<file path="config.mk">
export PLATFORM = sky130hd
export DESIGN_NAME = sd_card_init_sequencer
export DESIGN_NICKNAME = d
export VERILOG_FILES = /design/src/hw/rtl/sdci_pkg.sv /design/src/hw/rtl/sdci_step.sv /design/src/hw/rtl/sd_card_init_sequencer.sv
export SDC_FILE = /design/constraint.sdc
export NUM_CORES = 1
export LEC_CHECK = 0
export ABC_AREA = 1
export BUFFER_PORTS_ARGS = -buffer_cell sky130_fd_sc_hd__clkbuf_2
export CAP_MARGIN = 40
export CORE_AREA = 2 2 242 244
export CTS_BUF_LIST = sky130_fd_sc_hd__clkbuf_8
export DETAILED_ROUTE_END_ITERATION = 8
export DIE_AREA = 0 0 244 246
export GPL_ROUTABILITY_DRIVEN = 1
export HOLD_SLACK_MARGIN = 0.12
export SYNTH_ARGS = -nofsm -noshare
export SYNTH_HDL_FRONTEND = slang
export SYNTH_SLANG_ARGS = --single-unit
export TNS_END_PERCENT = 30
</file>
<file path="constraint.sdc">
create_clock -name i_clk -period 13.88 [get_ports i_clk]
set_input_delay 0.694 -clock i_clk [delete_from_list [all_inputs] [get_ports i_clk]]
set_output_delay 0.694 -clock i_clk [all_outputs]
set_load 0.03 [all_outputs]
</file>
<file path="src/hw/rtl/sdci_pkg.sv">
// ----------------------------------------------------------------------------
// sdci_pkg
// Types, constants and lookup functions for the SD card init sequencer.
// ----------------------------------------------------------------------------
package sdci_pkg;

    // Sequencer phase, one-hot. A waiting phase names the command just issued.
    typedef enum logic [12:0] {
        PH_IDLE   = 13'b0000000000001,
        PH_CMD0   = 13'b0000000000010,
        PH_CMD8   = 13'b0000000000100,
        PH_APP41  = 13'b0000000001000,
        PH_ACMD41 = 13'b0000000010000,
        PH_CMD2   = 13'b0000000100000,
        PH_CMD3   = 13'b0000001000000,
        PH_CMD9   = 13'b0000010000000,
        PH_CMD7   = 13'b0000100000000,
        PH_APP6   = 13'b0001000000000,
        PH_ACMD6  = 13'b0010000000000,
        PH_DONE   = 13'b0100000000000,
        PH_FAIL   = 13'b1000000000000
    } t_phase;

    typedef enum logic [1:0] {
        RK_NONE     = 2'd0,
        RK_SHORT    = 2'd1,
        RK_SHORT_NC = 2'd2,
        RK_LONG     = 2'd3
    } t_resp_kind;

    // input beat codes
    localparam logic ITEM_START    = 1'b0;
    localparam logic ITEM_RESPONSE = 1'b1;

    // SD command numbers
    localparam logic [5:0] CMD_GO_IDLE   = 6'd0;
    localparam logic [5:0] CMD_ALL_CID   = 6'd2;
    localparam logic [5:0] CMD_SEND_RCA  = 6'd3;
    localparam logic [5:0] CMD_SET_BUS   = 6'd6;
    localparam logic [5:0] CMD_SELECT    = 6'd7;
    localparam logic [5:0] CMD_IF_COND   = 6'd8;
    localparam logic [5:0] CMD_SEND_CSD  = 6'd9;
    localparam logic [5:0] CMD_OP_COND   = 6'd41;
    localparam logic [5:0] CMD_APP       = 6'd55;

    localparam logic [31:0] IF_COND_PATTERN  = 32'h0000_01AA;
    localparam logic [31:0] APP_READY_STATUS = 32'h0000_0120;
    localparam logic [20:0] CAP_MAX          = 21'h1F_FFFF;

    // configuration register indexes (paddr[3:2])
    localparam logic [1:0] REG_RETRY_LIMIT  = 2'd0;
    localparam logic [1:0] REG_OP_COND_ARG  = 2'd1;
    localparam logic [1:0] REG_OP_COND_EXP  = 2'd2;
    localparam logic [1:0] REG_BUS_WIDTH    = 2'd3;

    localparam logic [15:0] RST_RETRY_LIMIT = 16'd1000;
    localparam logic [31:0] RST_OP_COND_ARG = 32'h50FF_8000;
    localparam logic [31:0] RST_OP_COND_EXP = 32'hC0FF_8000;
    localparam logic [1:0]  RST_BUS_WIDTH   = 2'd2;

    typedef struct packed {
        logic        cmd;
        logic [31:0] status;
        logic [31:0] w0;
        logic [31:0] w1;
        logic [31:0] w2;
        logic [31:0] w3;
    } t_item;

    typedef struct packed {
        logic [15:0] retry_limit;
        logic [31:0] op_cond_arg;
        logic [31:0] op_cond_exp;
        logic [1:0]  bus_width;
    } t_cfg;

    typedef struct packed {
        t_phase      phase;
        logic [15:0] retry_count;
        logic [15:0] card_address;
        logic        capacity_class;
        logic [20:0] capacity;
        logic [7:0]  maker;
        logic [31:0] serial;
    } t_state;

    typedef struct packed {
        logic        issue;
        logic [5:0]  command_index;
        t_resp_kind  response_kind;
        logic [31:0] argument;
        logic        finished;
        logic        failed;
        logic [15:0] card_address;
        logic        high_capacity;
        logic [20:0] capacity_mbyte;
        logic [7:0]  maker_code;
        logic [31:0] product_serial;
    } t_result;

    function automatic logic [5:0] phase_index(input t_phase ph);
        logic [5:0] idx;
        case (ph)
            PH_CMD8:   idx = CMD_IF_COND;
            PH_APP41:  idx = CMD_APP;
            PH_ACMD41: idx = CMD_OP_COND;
            PH_CMD2:   idx = CMD_ALL_CID;
            PH_CMD3:   idx = CMD_SEND_RCA;
            PH_CMD9:   idx = CMD_SEND_CSD;
            PH_CMD7:   idx = CMD_SELECT;
            PH_APP6:   idx = CMD_APP;
            PH_ACMD6:  idx = CMD_SET_BUS;
            default:   idx = CMD_GO_IDLE;
        endcase
        return idx;
    endfunction

    function automatic t_resp_kind phase_kind(input t_phase ph);
        t_resp_kind k;
        case (ph)
            PH_ACMD41:                  k = RK_SHORT_NC;
            PH_CMD2, PH_CMD9:           k = RK_LONG;
            PH_CMD8, PH_APP41, PH_CMD3,
            PH_CMD7, PH_APP6, PH_ACMD6: k = RK_SHORT;
            default:                    k = RK_NONE;
        endcase
        return k;
    endfunction

endpackage

</file>
<file path="src/hw/rtl/sdci_step.sv">
// ----------------------------------------------------------------------------
// sdci_step
// Next-state and result logic for one beat of the init sequencer.
// ----------------------------------------------------------------------------
module sdci_step
    import sdci_pkg::*;
(
    input  t_item   i_item,
    input  t_state  i_state,
    input  t_cfg    i_cfg,
    output t_state  o_state,
    output t_result o_result
);

    t_state      n_st;
    t_phase      nxt;
    logic        issue;
    logic        ok;
    logic [31:0] arg;
    logic [16:0] cnt;
    logic [22:0] csize_p1;
    logic [21:0] mbyte;
    t_resp_kind  kind;

    assign kind     = phase_kind(i_state.phase);
    assign cnt      = {1'b0, i_state.retry_count} + 17'd1;
    assign csize_p1 = {1'b0, i_item.w1[5:0], i_item.w2[31:16]} + 23'd1;
    assign mbyte    = csize_p1[22:1];

    // success: sent (no response) or response received, and no error bit
    always_comb begin
        ok = (kind == RK_NONE) ? i_item.status[7] : i_item.status[6];
        if (i_item.status[1] || i_item.status[3]) begin
            ok = 1'b0;
        end
    end

    always_comb begin
        n_st  = i_state;
        nxt   = PH_FAIL;
        issue = 1'b0;
        arg   = '0;
        if (i_item.cmd == ITEM_START) begin
            n_st.retry_count    = '0;
            n_st.card_address   = '0;
            n_st.capacity_class = 1'b0;
            n_st.capacity       = '0;
            n_st.maker          = '0;
            n_st.serial         = '0;
            nxt   = PH_CMD0;
            issue = 1'b1;
        end else if (i_state.phase == PH_IDLE || i_state.phase == PH_DONE ||
                     i_state.phase == PH_FAIL) begin
            nxt = i_state.phase;
        end else if (ok) begin
            issue = 1'b1;
            case (i_state.phase)
                PH_CMD0: begin
                    nxt = PH_CMD8;
                    arg = IF_COND_PATTERN;
                end
                PH_CMD8: begin
                    if (i_item.w0 == IF_COND_PATTERN) begin
                        n_st.retry_count = '0;
                        nxt = PH_APP41;
                    end else begin
                        issue = 1'b0;
                    end
                end
                PH_APP41: begin
                    if (i_item.w0 == APP_READY_STATUS) begin
                        nxt = PH_ACMD41;
                        arg = i_cfg.op_cond_arg;
                    end else begin
                        issue = 1'b0;
                    end
                end
                PH_ACMD41: begin
                    if (i_item.w0 == i_cfg.op_cond_exp) begin
                        nxt = PH_CMD2;
                    end else if (cnt > {1'b0, i_cfg.retry_limit}) begin
                        issue = 1'b0;
                    end else begin
                        n_st.retry_count = cnt[15:0];
                        nxt = PH_APP41;
                    end
                end
                PH_CMD2: begin
                    n_st.maker  = i_item.w0[31:24];
                    n_st.serial = {i_item.w2[23:0], i_item.w3[31:24]};
                    nxt = PH_CMD3;
                end
                PH_CMD3: begin
                    n_st.card_address = i_item.w0[31:16];
                    nxt = PH_CMD9;
                    arg = {i_item.w0[31:16], 16'h0000};
                end
                PH_CMD9: begin
                    n_st.capacity_class = i_item.w0[30];
                    n_st.capacity = mbyte[21] ? CAP_MAX : mbyte[20:0];
                    nxt = PH_CMD7;
                    arg = {i_state.card_address, 16'h0000};
                end
                PH_CMD7: begin
                    nxt = PH_APP6;
                    arg = {i_state.card_address, 16'h0000};
                end
                PH_APP6: begin
                    nxt = PH_ACMD6;
                    arg = {30'd0, i_cfg.bus_width};
                end
                default: begin
                    nxt   = PH_DONE;
                    issue = 1'b0;
                end
            endcase
        end
        // a step that issues nothing ends in failure, unless it finished or was idle
        if (!issue && nxt != PH_DONE && nxt != PH_IDLE && i_item.cmd == ITEM_RESPONSE) begin
            nxt = (i_state.phase == PH_IDLE || i_state.phase == PH_DONE) ?
                  i_state.phase : PH_FAIL;
        end
        n_st.phase = nxt;
    end

    assign o_state = n_st;

    always_comb begin
        o_result.issue          = issue;
        o_result.command_index  = issue ? phase_index(nxt) : CMD_GO_IDLE;
        o_result.response_kind  = issue ? phase_kind(nxt) : RK_NONE;
        o_result.argument       = issue ? arg : 32'd0;
        o_result.finished       = (nxt == PH_DONE);
        o_result.failed         = (nxt == PH_FAIL);
        o_result.card_address   = n_st.card_address;
        o_result.high_capacity  = n_st.capacity_class;
        o_result.capacity_mbyte = n_st.capacity;
        o_result.maker_code     = n_st.maker;
        o_result.product_serial = n_st.serial;
    end

endmodule

</file>
<file path="src/hw/rtl/sd_card_init_sequencer.sv">
// ----------------------------------------------------------------------------
// sd_card_init_sequencer
// Host-side SD card bring-up sequencer: CMD0 .. ACMD6 command chain.
// ----------------------------------------------------------------------------
// Usage:
//  - Input channel (i_valid/o_ready): one beat per event. i_cmd = 0 starts
//    (or restarts) bring-up and clears all stored card data; i_cmd = 1 hands
//    over the controller status and response words of the last command.
//  - Output channel (o_valid/i_ready): exactly one result beat per input
//    beat, in order. o_issue asks the host to send o_command_index with
//    o_argument; o_finished / o_failed report the end of the sequence. The
//    card fields (RCA, capacity class, MByte, maker, serial) ride along.
//  - APB port: retry_limit @0x0, ACMD41 argument @0x4, ACMD41 expected
//    answer @0x8, ACMD6 bus width @0xC. Write only while idle; pready is 1.
//  - Each beat passes the input register, then the result register; the
//    step logic between them is combinational. Throughput: one beat per
//    cycle while the receiver keeps i_ready high; a stall holds the flow.
//  - Reset (synchronous, active low): phase idle, card data zero, config
//    registers to their defaults, both channels empty.
//  - A stalled receiver holds the result register; the input register
//    still takes one more beat, then o_ready drops until the result drains.
// ----------------------------------------------------------------------------
module sd_card_init_sequencer
    import sdci_pkg::*;
(
    input  logic        i_clk,
    input  logic        i_rst_n,
    // input beats
    input  logic        i_valid,
    output logic        o_ready,
    input  logic        i_cmd,
    input  logic [31:0] i_status,
    input  logic [31:0] i_resp_word0,
    input  logic [31:0] i_resp_word1,
    input  logic [31:0] i_resp_word2,
    input  logic [31:0] i_resp_word3,
    // result beats
    output logic        o_valid,
    input  logic        i_ready,
    output logic        o_issue,
    output logic [5:0]  o_command_index,
    output logic [1:0]  o_response_kind,
    output logic [31:0] o_argument,
    output logic        o_finished,
    output logic        o_failed,
    output logic [15:0] o_card_address_out,
    output logic        o_high_capacity,
    output logic [20:0] o_capacity_mbyte,
    output logic [7:0]  o_maker_code,
    output logic [31:0] o_product_serial,
    // configuration
    input  logic        psel,
    input  logic        penable,
    input  logic        pwrite,
    input  logic [3:0]  paddr,
    input  logic [31:0] pwdata,
    output logic [31:0] prdata,
    output logic        pready
);

    t_cfg    r_cfg;
    t_item   r_in;
    logic    r_in_valid;
    t_result r_out;
    logic    r_out_valid;
    t_state  r_state;
    t_state  n_state;
    t_result n_result;
    logic    in_take;
    logic    step;      // input register moves into the result register
    logic    cfg_wr;

    assign step    = r_in_valid && (!r_out_valid || i_ready);
    assign o_ready = !r_in_valid || step;
    assign in_take = i_valid && o_ready;

    // ---------------- configuration port ----------------
    assign pready = 1'b1;
    assign cfg_wr = psel && penable && pwrite && pready;

    always_ff @(posedge i_clk) begin
        if (!i_rst_n) begin
            r_cfg.retry_limit <= RST_RETRY_LIMIT;
            r_cfg.op_cond_arg <= RST_OP_COND_ARG;
            r_cfg.op_cond_exp <= RST_OP_COND_EXP;
            r_cfg.bus_width   <= RST_BUS_WIDTH;
        end else if (cfg_wr) begin
            case (paddr[3:2])
                REG_RETRY_LIMIT: r_cfg.retry_limit <= pwdata[15:0];
                REG_OP_COND_ARG: r_cfg.op_cond_arg <= pwdata;
                REG_OP_COND_EXP: r_cfg.op_cond_exp <= pwdata;
                REG_BUS_WIDTH:   r_cfg.bus_width   <= pwdata[1:0];
                default:         r_cfg.bus_width   <= r_cfg.bus_width;
            endcase
        end
    end

    always_comb begin
        case (paddr[3:2])
            REG_RETRY_LIMIT: prdata = {16'd0, r_cfg.retry_limit};
            REG_OP_COND_ARG: prdata = r_cfg.op_cond_arg;
            REG_OP_COND_EXP: prdata = r_cfg.op_cond_exp;
            REG_BUS_WIDTH:   prdata = {30'd0, r_cfg.bus_width};
            default:         prdata = 32'd0;
        endcase
    end

    // ---------------- input register ----------------
    always_ff @(posedge i_clk) begin
        if (!i_rst_n) begin
            r_in_valid <= 1'b0;
        end else if (in_take) begin
            r_in_valid <= 1'b1;
        end else if (step) begin
            r_in_valid <= 1'b0;
        end
    end

    always_ff @(posedge i_clk) begin
        if (in_take) begin
            r_in.cmd    <= i_cmd;
            r_in.status <= i_status;
            r_in.w0     <= i_resp_word0;
            r_in.w1     <= i_resp_word1;
            r_in.w2     <= i_resp_word2;
            r_in.w3     <= i_resp_word3;
        end
    end

    // ---------------- step logic ----------------
    sdci_step u_step (
        .i_item   (r_in),
        .i_state  (r_state),
        .i_cfg    (r_cfg),
        .o_state  (n_state),
        .o_result (n_result)
    );

    // sequencer state commits together with the result beat
    always_ff @(posedge i_clk) begin
        if (!i_rst_n) begin
            r_state.phase          <= PH_IDLE;
            r_state.retry_count    <= '0;
            r_state.card_address   <= '0;
            r_state.capacity_class <= 1'b0;
            r_state.capacity       <= '0;
            r_state.maker          <= '0;
            r_state.serial         <= '0;
        end else if (step) begin
            r_state <= n_state;
        end
    end

    // ---------------- result register ----------------
    always_ff @(posedge i_clk) begin
        if (!i_rst_n) begin
            r_out_valid <= 1'b0;
        end else if (step) begin
            r_out_valid <= 1'b1;
        end else if (i_ready) begin
            r_out_valid <= 1'b0;
        end
    end

    always_ff @(posedge i_clk) begin
        if (step) begin
            r_out <= n_result;
        end
    end

    assign o_valid            = r_out_valid;
    assign o_issue            = r_out.issue;
    assign o_command_index    = r_out.command_index;
    assign o_response_kind    = r_out.response_kind;
    assign o_argument         = r_out.argument;
    assign o_finished         = r_out.finished;
    assign o_failed           = r_out.failed;
    assign o_card_address_out = r_out.card_address;
    assign o_high_capacity    = r_out.high_capacity;
    assign o_capacity_mbyte   = r_out.capacity_mbyte;
    assign o_maker_code       = r_out.maker_code;
    assign o_product_serial   = r_out.product_serial;

`ifndef SYNTHESIS
    // a step always yields a result beat next cycle
    a_step_to_out: assert property (@(posedge i_clk) disable iff (!i_rst_n)
        step |=> o_valid)
        else $error("step did not produce a result beat");

    // finished and failed are exclusive
    a_end_excl: assert property (@(posedge i_clk) disable iff (!i_rst_n)
        o_valid |-> !(o_finished && o_failed))
        else $error("finished and failed both set");

    // no command fields without issue
    a_quiet_cmd: assert property (@(posedge i_clk) disable iff (!i_rst_n)
        (o_valid && !o_issue) |-> (o_command_index == CMD_GO_IDLE &&
                                   o_response_kind == RK_NONE && o_argument == 32'd0))
        else $error("command fields set without issue");

    // a terminal result never asks for a command
    a_end_no_issue: assert property (@(posedge i_clk) disable iff (!i_rst_n)
        (o_valid && (o_finished || o_failed)) |-> !o_issue)
        else $error("issue with terminal status");

    // state only moves with a step
    a_state_hold: assert property (@(posedge i_clk) disable iff (!i_rst_n)
        !$past(step) && $past(i_rst_n) |-> $stable(r_state))
        else $error("sequencer state changed without a step");
`endif

endmodule

</file>
==> metrics, run 1 <==
Final #Nets 2662; H-Tree Depth 3; via/cell ratio 4.81; crit-path cells ha_1, nand2_1, nor2_1, inv_1, nor3_1, xor2_1, inv_1, ha_1, nand2_1, inv_1, nand2_1, nor2_1, nand4_1, nand2_1, nand2_1, a31oi_1, nand2_1, buf_4, a21oi_1; I/O pins 360; max-cap viol count 0; CTS Buf Count 73; Post-synth ARST share 0%; clk buf depth 3; commonest non-fill, non-tap cells in the layout nand2_1, inv_1, clkbuf_2, nor2_1, edfxtp_1; Initial Util 31.7%; final WL 57100 um; critical path's slowest cell dfxtp_1; Cell Count, Final, Fillers Out 3265; die width 244 um; Pwr Density 127 mW/mm^2; outcome finished, final reports clean; crit path max fanout 25; total number of clock tree sinks 395; Max IR drop VDD 0.0898 mV; Critical Path Most Common Cell nand2_1; final hold viol count 0; post-CTS setup repair buffer count 0; CTS clock-pin slew for the worst setup and hold paths 0.06 ns; Final min period 3.86 ns; initial antenna violation count 1; Worst Setup End Kind register; Hold Crit Class in -> reg; vias in the first global route 14900; cts hold-fix bufs 0; Primary FF master, synth edfxtp_1; most common cell after layout, fill and taps aside nand2_1; Req. time, crit path 14.37 ns; remaining global-route overflow 0; gpl congestion 0.882; worst-margin pin slew 0.951 ns; TritonRoute pass-1 iters 7; clk_skew 0.0321 ns; Highest Clock Rate 259 MHz; Resized Gates After CTS 0; Setup CP Type reg -> reg; die extent in y 246 um; CP Data Arrival Time 4.35 ns; routed len/inst 17.5 um; Row Count 88; post-route ant nets 0; register area share after synthesis 54.7%; RSZ-0062 raised after global routing false; # DRC 0; core area 0.0574 mm^2; DP Cell Count 3130; CTS root buf clkbuf_8; drt initial violations 1266; Yosys Warn Count 0; Mean Syn Cell Area 8.41 um^2; Setup crit start kind register; Detailed Place HPWL 39800 um; post-route clock period utilization 27.8%; count of state elements after synthesis 395; Final setup viols 0; Final TNS setup 0 ns; proportion of layout cells with a drive suffix above 1 18.6%; slowest stage delay, CP 0.46 ns; worst skew pair latency 0.66 ns; leakage power 0.0102 uW; CTS tree built; total global-route track usage 18.6%; Die ar. 0.0600 mm^2; Post-Syn Instances 2162; Syn Nets 2384; DR vias 15700; Final Slew Violations 0; Post-synth EDFFs 204; largest net degree at the start of global routing 117; Layout area overhead 20.4%; Netlist cell types 50; first-pass GRT wire length 86400 um; CP delay by family, top simple AND/OR/NAND/NOR gates; Slew headroom 36.6%; Mapped Area 0.0182 mm^2; filler cell count 5808; port buffer count 278; worst path bufs/invs 4
cell type report:
type / count / area, um^2 / share of cell area (%)
clock inverters: 46 / 335 / 1.53
well taps: 765 / 957 / 4.37
clock buffers: 88 / 1210 / 5.53
multi-input cells: 1366 / 6680 / 30.5
repair buffers: 296 / 1580 / 7.21
inverters: 308 / 1170 / 5.34
diodes: 1 / 2.50 / 0.0114
flip-flops and latches: 395 / 9950 / 45.5
flip-flops by register name (all words and copies together), names as in the netlist:
register,count
r_state,107
r_in,83
r_cfg,82
o_argument,32
o_product_serial,32
o_capacity_mbyte,21
o_card_address_out,16
o_maker_code,8
o_command_index,6
o_response_kind,2
o_failed,1
o_finished,1
o_high_capacity,1
o_issue,1
o_valid,1
r_in_valid,1
per-stage QoR:
| step | cell area (um^2) | utilization, % | hold slack [ns] | setup WS [ns] | power, uW |
|---|---|---|---|---|---|
| 2_1_floorplan | 18200 | - | 0.444 | 8.54 | 1520 |
| 3_3_place_gp | 20300 | 35.3 | 0.469 | 9.88 | 1610 |
| 3_5_place_dp | 20300 | 35.5 | 0.474 | 10.10 | 1620 |
| 4_1_cts | 21900 | 38.1 | 0.139 | 10.07 | 2810 |
| 5_1_grt | 21900 | 38.2 | 0.163 | 9.70 | 2900 |
| 6_report | 21900 | 38.2 | 0.209 | 10.02 | 2770 |
where the power goes:
part	total [uW]	switching, uW	internal [uW]
registers	1320	34.4	1290
logic	272	191	80.5
clock network	1180	521	656
cell usage after synthesis (2+ instances only):
cell type / count / share of area, %
nor2_2: 4 / 0.14
nand3b_1: 4 / 0.17
o211ai_1: 26 / 1.1
dfxtp_1: 191 / 21
o21ai_0: 164 / 4.5
inv_2: 7 / 0.14
and3_1: 2 / 0.069
or2_2: 39 / 1.3
xor2_1: 23 / 1.1
or2_1: 9 / 0.31
and2_1: 2 / 0.069
ha_1: 18 / 1.2
o221ai_1: 7 / 0.34
edfxtp_1: 204 / 34
a21oi_1: 184 / 5.1
buf_6: 3 / 0.19
clkinv_1: 4 / 0.083
nand3_1: 100 / 2.8
clkbuf_2: 4 / 0.11
clkbuf_1: 74 / 1.5
xnor2_1: 27 / 1.3
nand4_1: 22 / 0.76
nor3_1: 31 / 0.85
nor2_1: 226 / 4.7
nand2_1: 429 / 8.9
buf_2: 10 / 0.28
nor2_4: 3 / 0.19
o21bai_1: 2 / 0.083
a22o_1: 5 / 0.24
nor4_1: 5 / 0.17
a22oi_1: 10 / 0.41
inv_1: 296 / 6.1
o22ai_1: 10 / 0.34
logic make-up (layout without fill, tap and decap cells):
family          Yosys count  count (layout)  share of synthesized area, %
simple gates            883             883                          20.8
compound gates          414             414                          12.3
buf+inv                 401             738                          8.53
flops                   395             395                          54.7
xor+xnor                 50              50                          2.41
fa+ha+maj                18              18                          1.24
other cells               1               2                        0.0206
worst reg2reg max path: stages, from the launching register on:
cell	delay (ns)
dfxtp_1	0.46
ha_1	0.23
nand2_1	0.06
nor2_1	0.28
inv_1	0.11
nor3_1	0.24
xor2_1	0.21
inv_1	0.08
ha_1	0.29
nand2_1	0.05
inv_1	0.06
nand2_1	0.07
nor2_1	0.17
nand4_1	0.18
nand2_1	0.16
nand2_1	0.08
a31oi_1	0.36
nand2_1	0.09
buf_4	0.28
a21oi_1	0.22
metal layers:
metal,part of all wire (%),global-route usage [%]
met1,45,25.2
met2,45,28.8
met3,8.0,4.90
met4,2.5,6.58
met5,0,0
path summary, 6_finish.rpt:
check                                 from                            to  slack, ns  depth (start not counted)
setup reg to reg  r_state[78]$_SDFFE_PN0P_  o_argument[24]$_SDFFCE_PP0P_      10.02                         19
setup / recovery  r_state[78]$_SDFFE_PN0P_  o_argument[24]$_SDFFCE_PP0P_      10.02                         19
hold reg to reg     r_cfg[35]$_SDFFE_PN0P_        r_cfg[35]$_SDFFE_PN0P_       0.48                          2
hold / removal             i_resp_word2[2]            r_in[34]$_DFFE_PP_       0.21                          1
No activity file was read; power rests on OpenSTA's default activity.
==> run 2: changes to the inputs <==
--- a/config.mk
+++ b/config.mk
@@ -5,13 +5,13 @@
 export SDC_FILE = /design/constraint.sdc
 export NUM_CORES = 1
 export LEC_CHECK = 0
-export ABC_AREA = 1
+export ABC_AREA = 0
 export BUFFER_PORTS_ARGS = -buffer_cell sky130_fd_sc_hd__clkbuf_2
 export CAP_MARGIN = 40
-export CORE_AREA = 2 2 242 244
+export CORE_AREA = 2 2 235 237
 export CTS_BUF_LIST = sky130_fd_sc_hd__clkbuf_8
 export DETAILED_ROUTE_END_ITERATION = 8
-export DIE_AREA = 0 0 244 246
+export DIE_AREA = 0 0 237 239
 export GPL_ROUTABILITY_DRIVEN = 1
 export HOLD_SLACK_MARGIN = 0.12
 export SYNTH_ARGS = -nofsm -noshare
==> constraint.sdc (replaced) <==
create_clock -name i_clk -period 3.99 [get_ports i_clk]
set_input_delay 0.1995 -clock i_clk [delete_from_list [all_inputs] [get_ports i_clk]]
set_output_delay 0.1995 -clock i_clk [all_outputs]
set_load 0.03 [all_outputs]
==> run 2 against run 1 <==
  * Clock skew is 0.011 ns higher
  * Non-clock buffer count grew 148
  * Synthesized cell count shrank 24%
  * Total power grew to 3.3 times the previous value
  * Cell area is 0.82% higher
  * Utilization rose by 2.5 points
  * First-iteration DRC count down 18%
  * Final cell count decreased by 14%
  * Wire length fell by 4.8%
  * Highest routed layer unchanged
  * Clock power rose to 3.3 times the previous value
==> metrics, run 2 <==
drt initial violations 1037 (-18%); hold-critical path depth 6 (+5); Cell Count, Final, Fillers Out 2813 (-14%); remaining global-route overflow 0 (unchanged); Final TNS setup 0 ns (unchanged); largest cells by area after synthesis edfxtp_1, dfxtp_1, nand2_1; port buffer count 278 (unchanged); Top reg by flops r_state; outcome finished, final reports clean; largest net degree at the start of global routing 68 (-42%); Mean Syn Cell Area 10.4 um^2 (+24%); final hold viol count 0 (unchanged); total number of clock tree sinks 395 (unchanged); post-CTS setup repair buffer count 0 (unchanged); pre-CTS setup slack 0.147 ns (-9.95 ns); most frequent cells after synthesis nand2_1, edfxtp_1, dfxtp_1; Setup crit start kind register; Req. time, crit path 4.48 ns (-9.89 ns); vias in the first global route 13900 (-6.3%); Initial Util 31.4% (-0.26 points); CTS tree built; Max IR drop VDD 0.209 mV (+130%); DP Cell Count 2560 (-18%); RR Endpoint o_argument[24]$_SDFFCE_PP0P_; core area 0.0543 mm^2 (-5.3%); Primary FF master, synth edfxtp_1; Hold Crit Class in -> reg; Highest Clock Rate 271 MHz (+4.3%); clk buf depth 3 (unchanged); Mapped Area 0.0171 mm^2 (-6.1%); area leader, netlist edfxtp_1; Setup CP Type reg -> reg; Post-synth EDFFs 204 (unchanged); total global-route track usage 18.9% (+0.22 points); die extent in y 239 um (-2.8%); Worst Hold End r_cfg[79]$_SDFFE_PN0P_; final WL 54400 um (-4.8%); Final setup viols 0 (unchanged); count of state elements after synthesis 395 (unchanged); Worst Setup End Kind register; CP Data Arrival Time 4.18 ns (-0.17 ns); max reg flops 107 (unchanged); CP startpoint r_state[78]$_SDFFE_PN0P_; Row Count 86 (-2.3%); Pwr Total 9130 uW (+230%); post-layout util 40.6% (+2.5 points); filler cell count 5232 (-9.9%); Largest regs r_state x107, r_in x83, r_cfg x82; routed len/inst 19.3 um (+11%); worst-margin pin slew 0.855 ns (-0.0955 ns); I/O pins 360 (unchanged); Pwr Density 414 mW/mm^2 (+230%); worst reg2reg setup slack 0.29 ns (-9.73 ns); CTS Buf Count 71 (-2.7%); via/cell ratio 5.06 (+5.2%); RR Startpoint r_state[78]$_SDFFE_PN0P_; gpl congestion 0.821 (-6.9%); Final #Nets 2272 (-15%); # DRC 0 (unchanged); Syn Nets 1865 (-22%); Post-Syn Instances 1643 (-24%); crit path max fanout 22 (-12%); Final WS setup 0.293 ns (-9.73 ns); TritonRoute pass-1 iters 6 (-1); Worst Min Path Start penable; post-route clock period utilization 92.7% (+65 points); initial antenna violation count 1 (unchanged); worst skew pair latency 0.66 ns (about the same); H-Tree Depth 3 (unchanged); FF-to-FF path depth 16 (-3); leakage power 0.00838 uW (-18%); first-pass GRT wire length 82000 um (-5.1%); register area share after synthesis 58.2% (+3.5 points); most common cell after layout, fill and taps aside nand2_1; Layout area overhead 29.2%; max-cap viol count 0 (unchanged); Detailed Place HPWL 36900 um (-7.4%); DR vias 14200 (-9.3%); CTS root buf clkbuf_8; top-count cell post-synth nand2_1; Netlist cell types 68 (+36%); Final min period 3.70 ns (-0.159 ns); RSZ-0062 raised after global routing false; commonest non-fill, non-tap cells in the layout nand2_1, clkbuf_2, edfxtp_1, dfxtp_1, dlygate4sd3_1; proportion of layout cells with a drive suffix above 1 21.5% (+3.0 points); Post-synth ARST share 0% (unchanged); area share of the largest cell type after synthesis 35.9% (+2.2 points); Yosys Warn Count 0 (unchanged); clk_skew 0.0435 ns (+0.0114 ns); Die ar. 0.0566 mm^2 (-5.6%); Slew headroom 43.0% (+6.4 points); CTS clock-pin slew for the worst setup and hold paths 0.06 ns (about the same); Final Slew Violations 0 (unchanged); die width 237 um (-2.9%); post-route ant nets 0 (unchanged)
[run 2: cell count changes after synthesis, sizes merged, moves of 26 or more]
cell	previous run	this run
o21ai	166	49
a21oi	184	94
nand2	431	354
mux2i	0	34
a22o	5	84
inv	304	24
and3	2	28
nor2	234	70
nand3	102	69
or2	48	2
a21boi	1	62
[run 2: what timing repair did]
action / 4_1_cts / 5_1_grt
setup endpoints to repair: 0 / 57
resized for setup: 0 / 12
hold endpoints to repair: 193 / 0
hold buffers: 120 / 0
[run 2: logic make-up (layout without fill, tap and decap cells)]
group | Yosys count | in the layout | synth area share [%]
xor gates and xnor gates | 60 | 60 | 3.08
muxes | 37 | 37 | 2.32
and+or+nand+nor | 633 | 633 | 16.8
DFF | 395 | 395 | 58.2
buffers and inverters | 134 | 599 | 3.21
other | 1 | 2 | 0.0220
AOI/OAI and AO/OA | 365 | 365 | 15.0
adders and majority gates | 18 | 18 | 1.32
[run 2: cell type report]
cell class	count	area [um^2]	area share, %
Inverter	24	95.1	0.431
Timing Repair Buffer	444	3030	13.7
Antenna cell	1	2.50	0.0113
Tap cell	704	881	3.99
Sequential cell	395	9950	45.1
Clock inverter	50	330	1.50
Multi-Input combinational cell	1114	6660	30.2
Clock buffer	81	1110	5.05
[run 2: power by group]
group          internal (uW)  total (uW)  switching, uW
Combinational            267         747            480
Sequential              4400        4490           93.2
Clock                   2130        3890           1760
[run 2: worst max path at each step]
stage / to / slack, ns / cells past startpoint
2_1_floorplan: o_response_kind[0]$_SDFFCE_PN0P_ / 0.53 / 15
3_3_place_gp: o_argument[15]$_SDFFCE_PP0P_ / 0.20 / 16
3_5_place_dp: o_argument[10]$_SDFFCE_PP0P_ / 0.15 / 16
4_1_cts: o_argument[10]$_SDFFCE_PP0P_ / 0.13 / 16
5_1_grt: o_argument[18]$_SDFFCE_PP0P_ / 0.005 / 18
6_report: o_argument[24]$_SDFFCE_PP0P_ / 0.29 / 16
[run 2: critical path, cell delays in order (launching register included)]
cell	delay, ns
dfxtp_2	0.37
ha_1	0.21
nand3_1	0.18
nor3_2	0.25
nand2_1	0.11
nor3_1	0.26
xor2_1	0.28
ha_1	0.30
nand4_1	0.13
nor3_1	0.08
a22oi_1	0.24
nand3_1	0.14
o221ai_2	0.23
o21bai_2	0.12
a211o_1	0.31
buf_12	0.18
a21oi_1	0.15
[run 2: stage by stage]
step | hold WS [ns] | instance area, um^2
after CTS | 0.163 | 22000
after global placement | 0.378 | 19300
after floorplan | 0.298 | 17100
after detailed placement | 0.378 | 19400
after global routing | 0.216 | 22100
final | 0.211 | 22100
[run 2: routing by layer]
layer	global-route usage [%]	up-vias	part of all wire, %
met5	0	-	0
met4	9.46	0	3.9
met3	3.38	125	6.0
met2	30.7	544	48
met1	24.1	6832	42
li1	-	6728	-
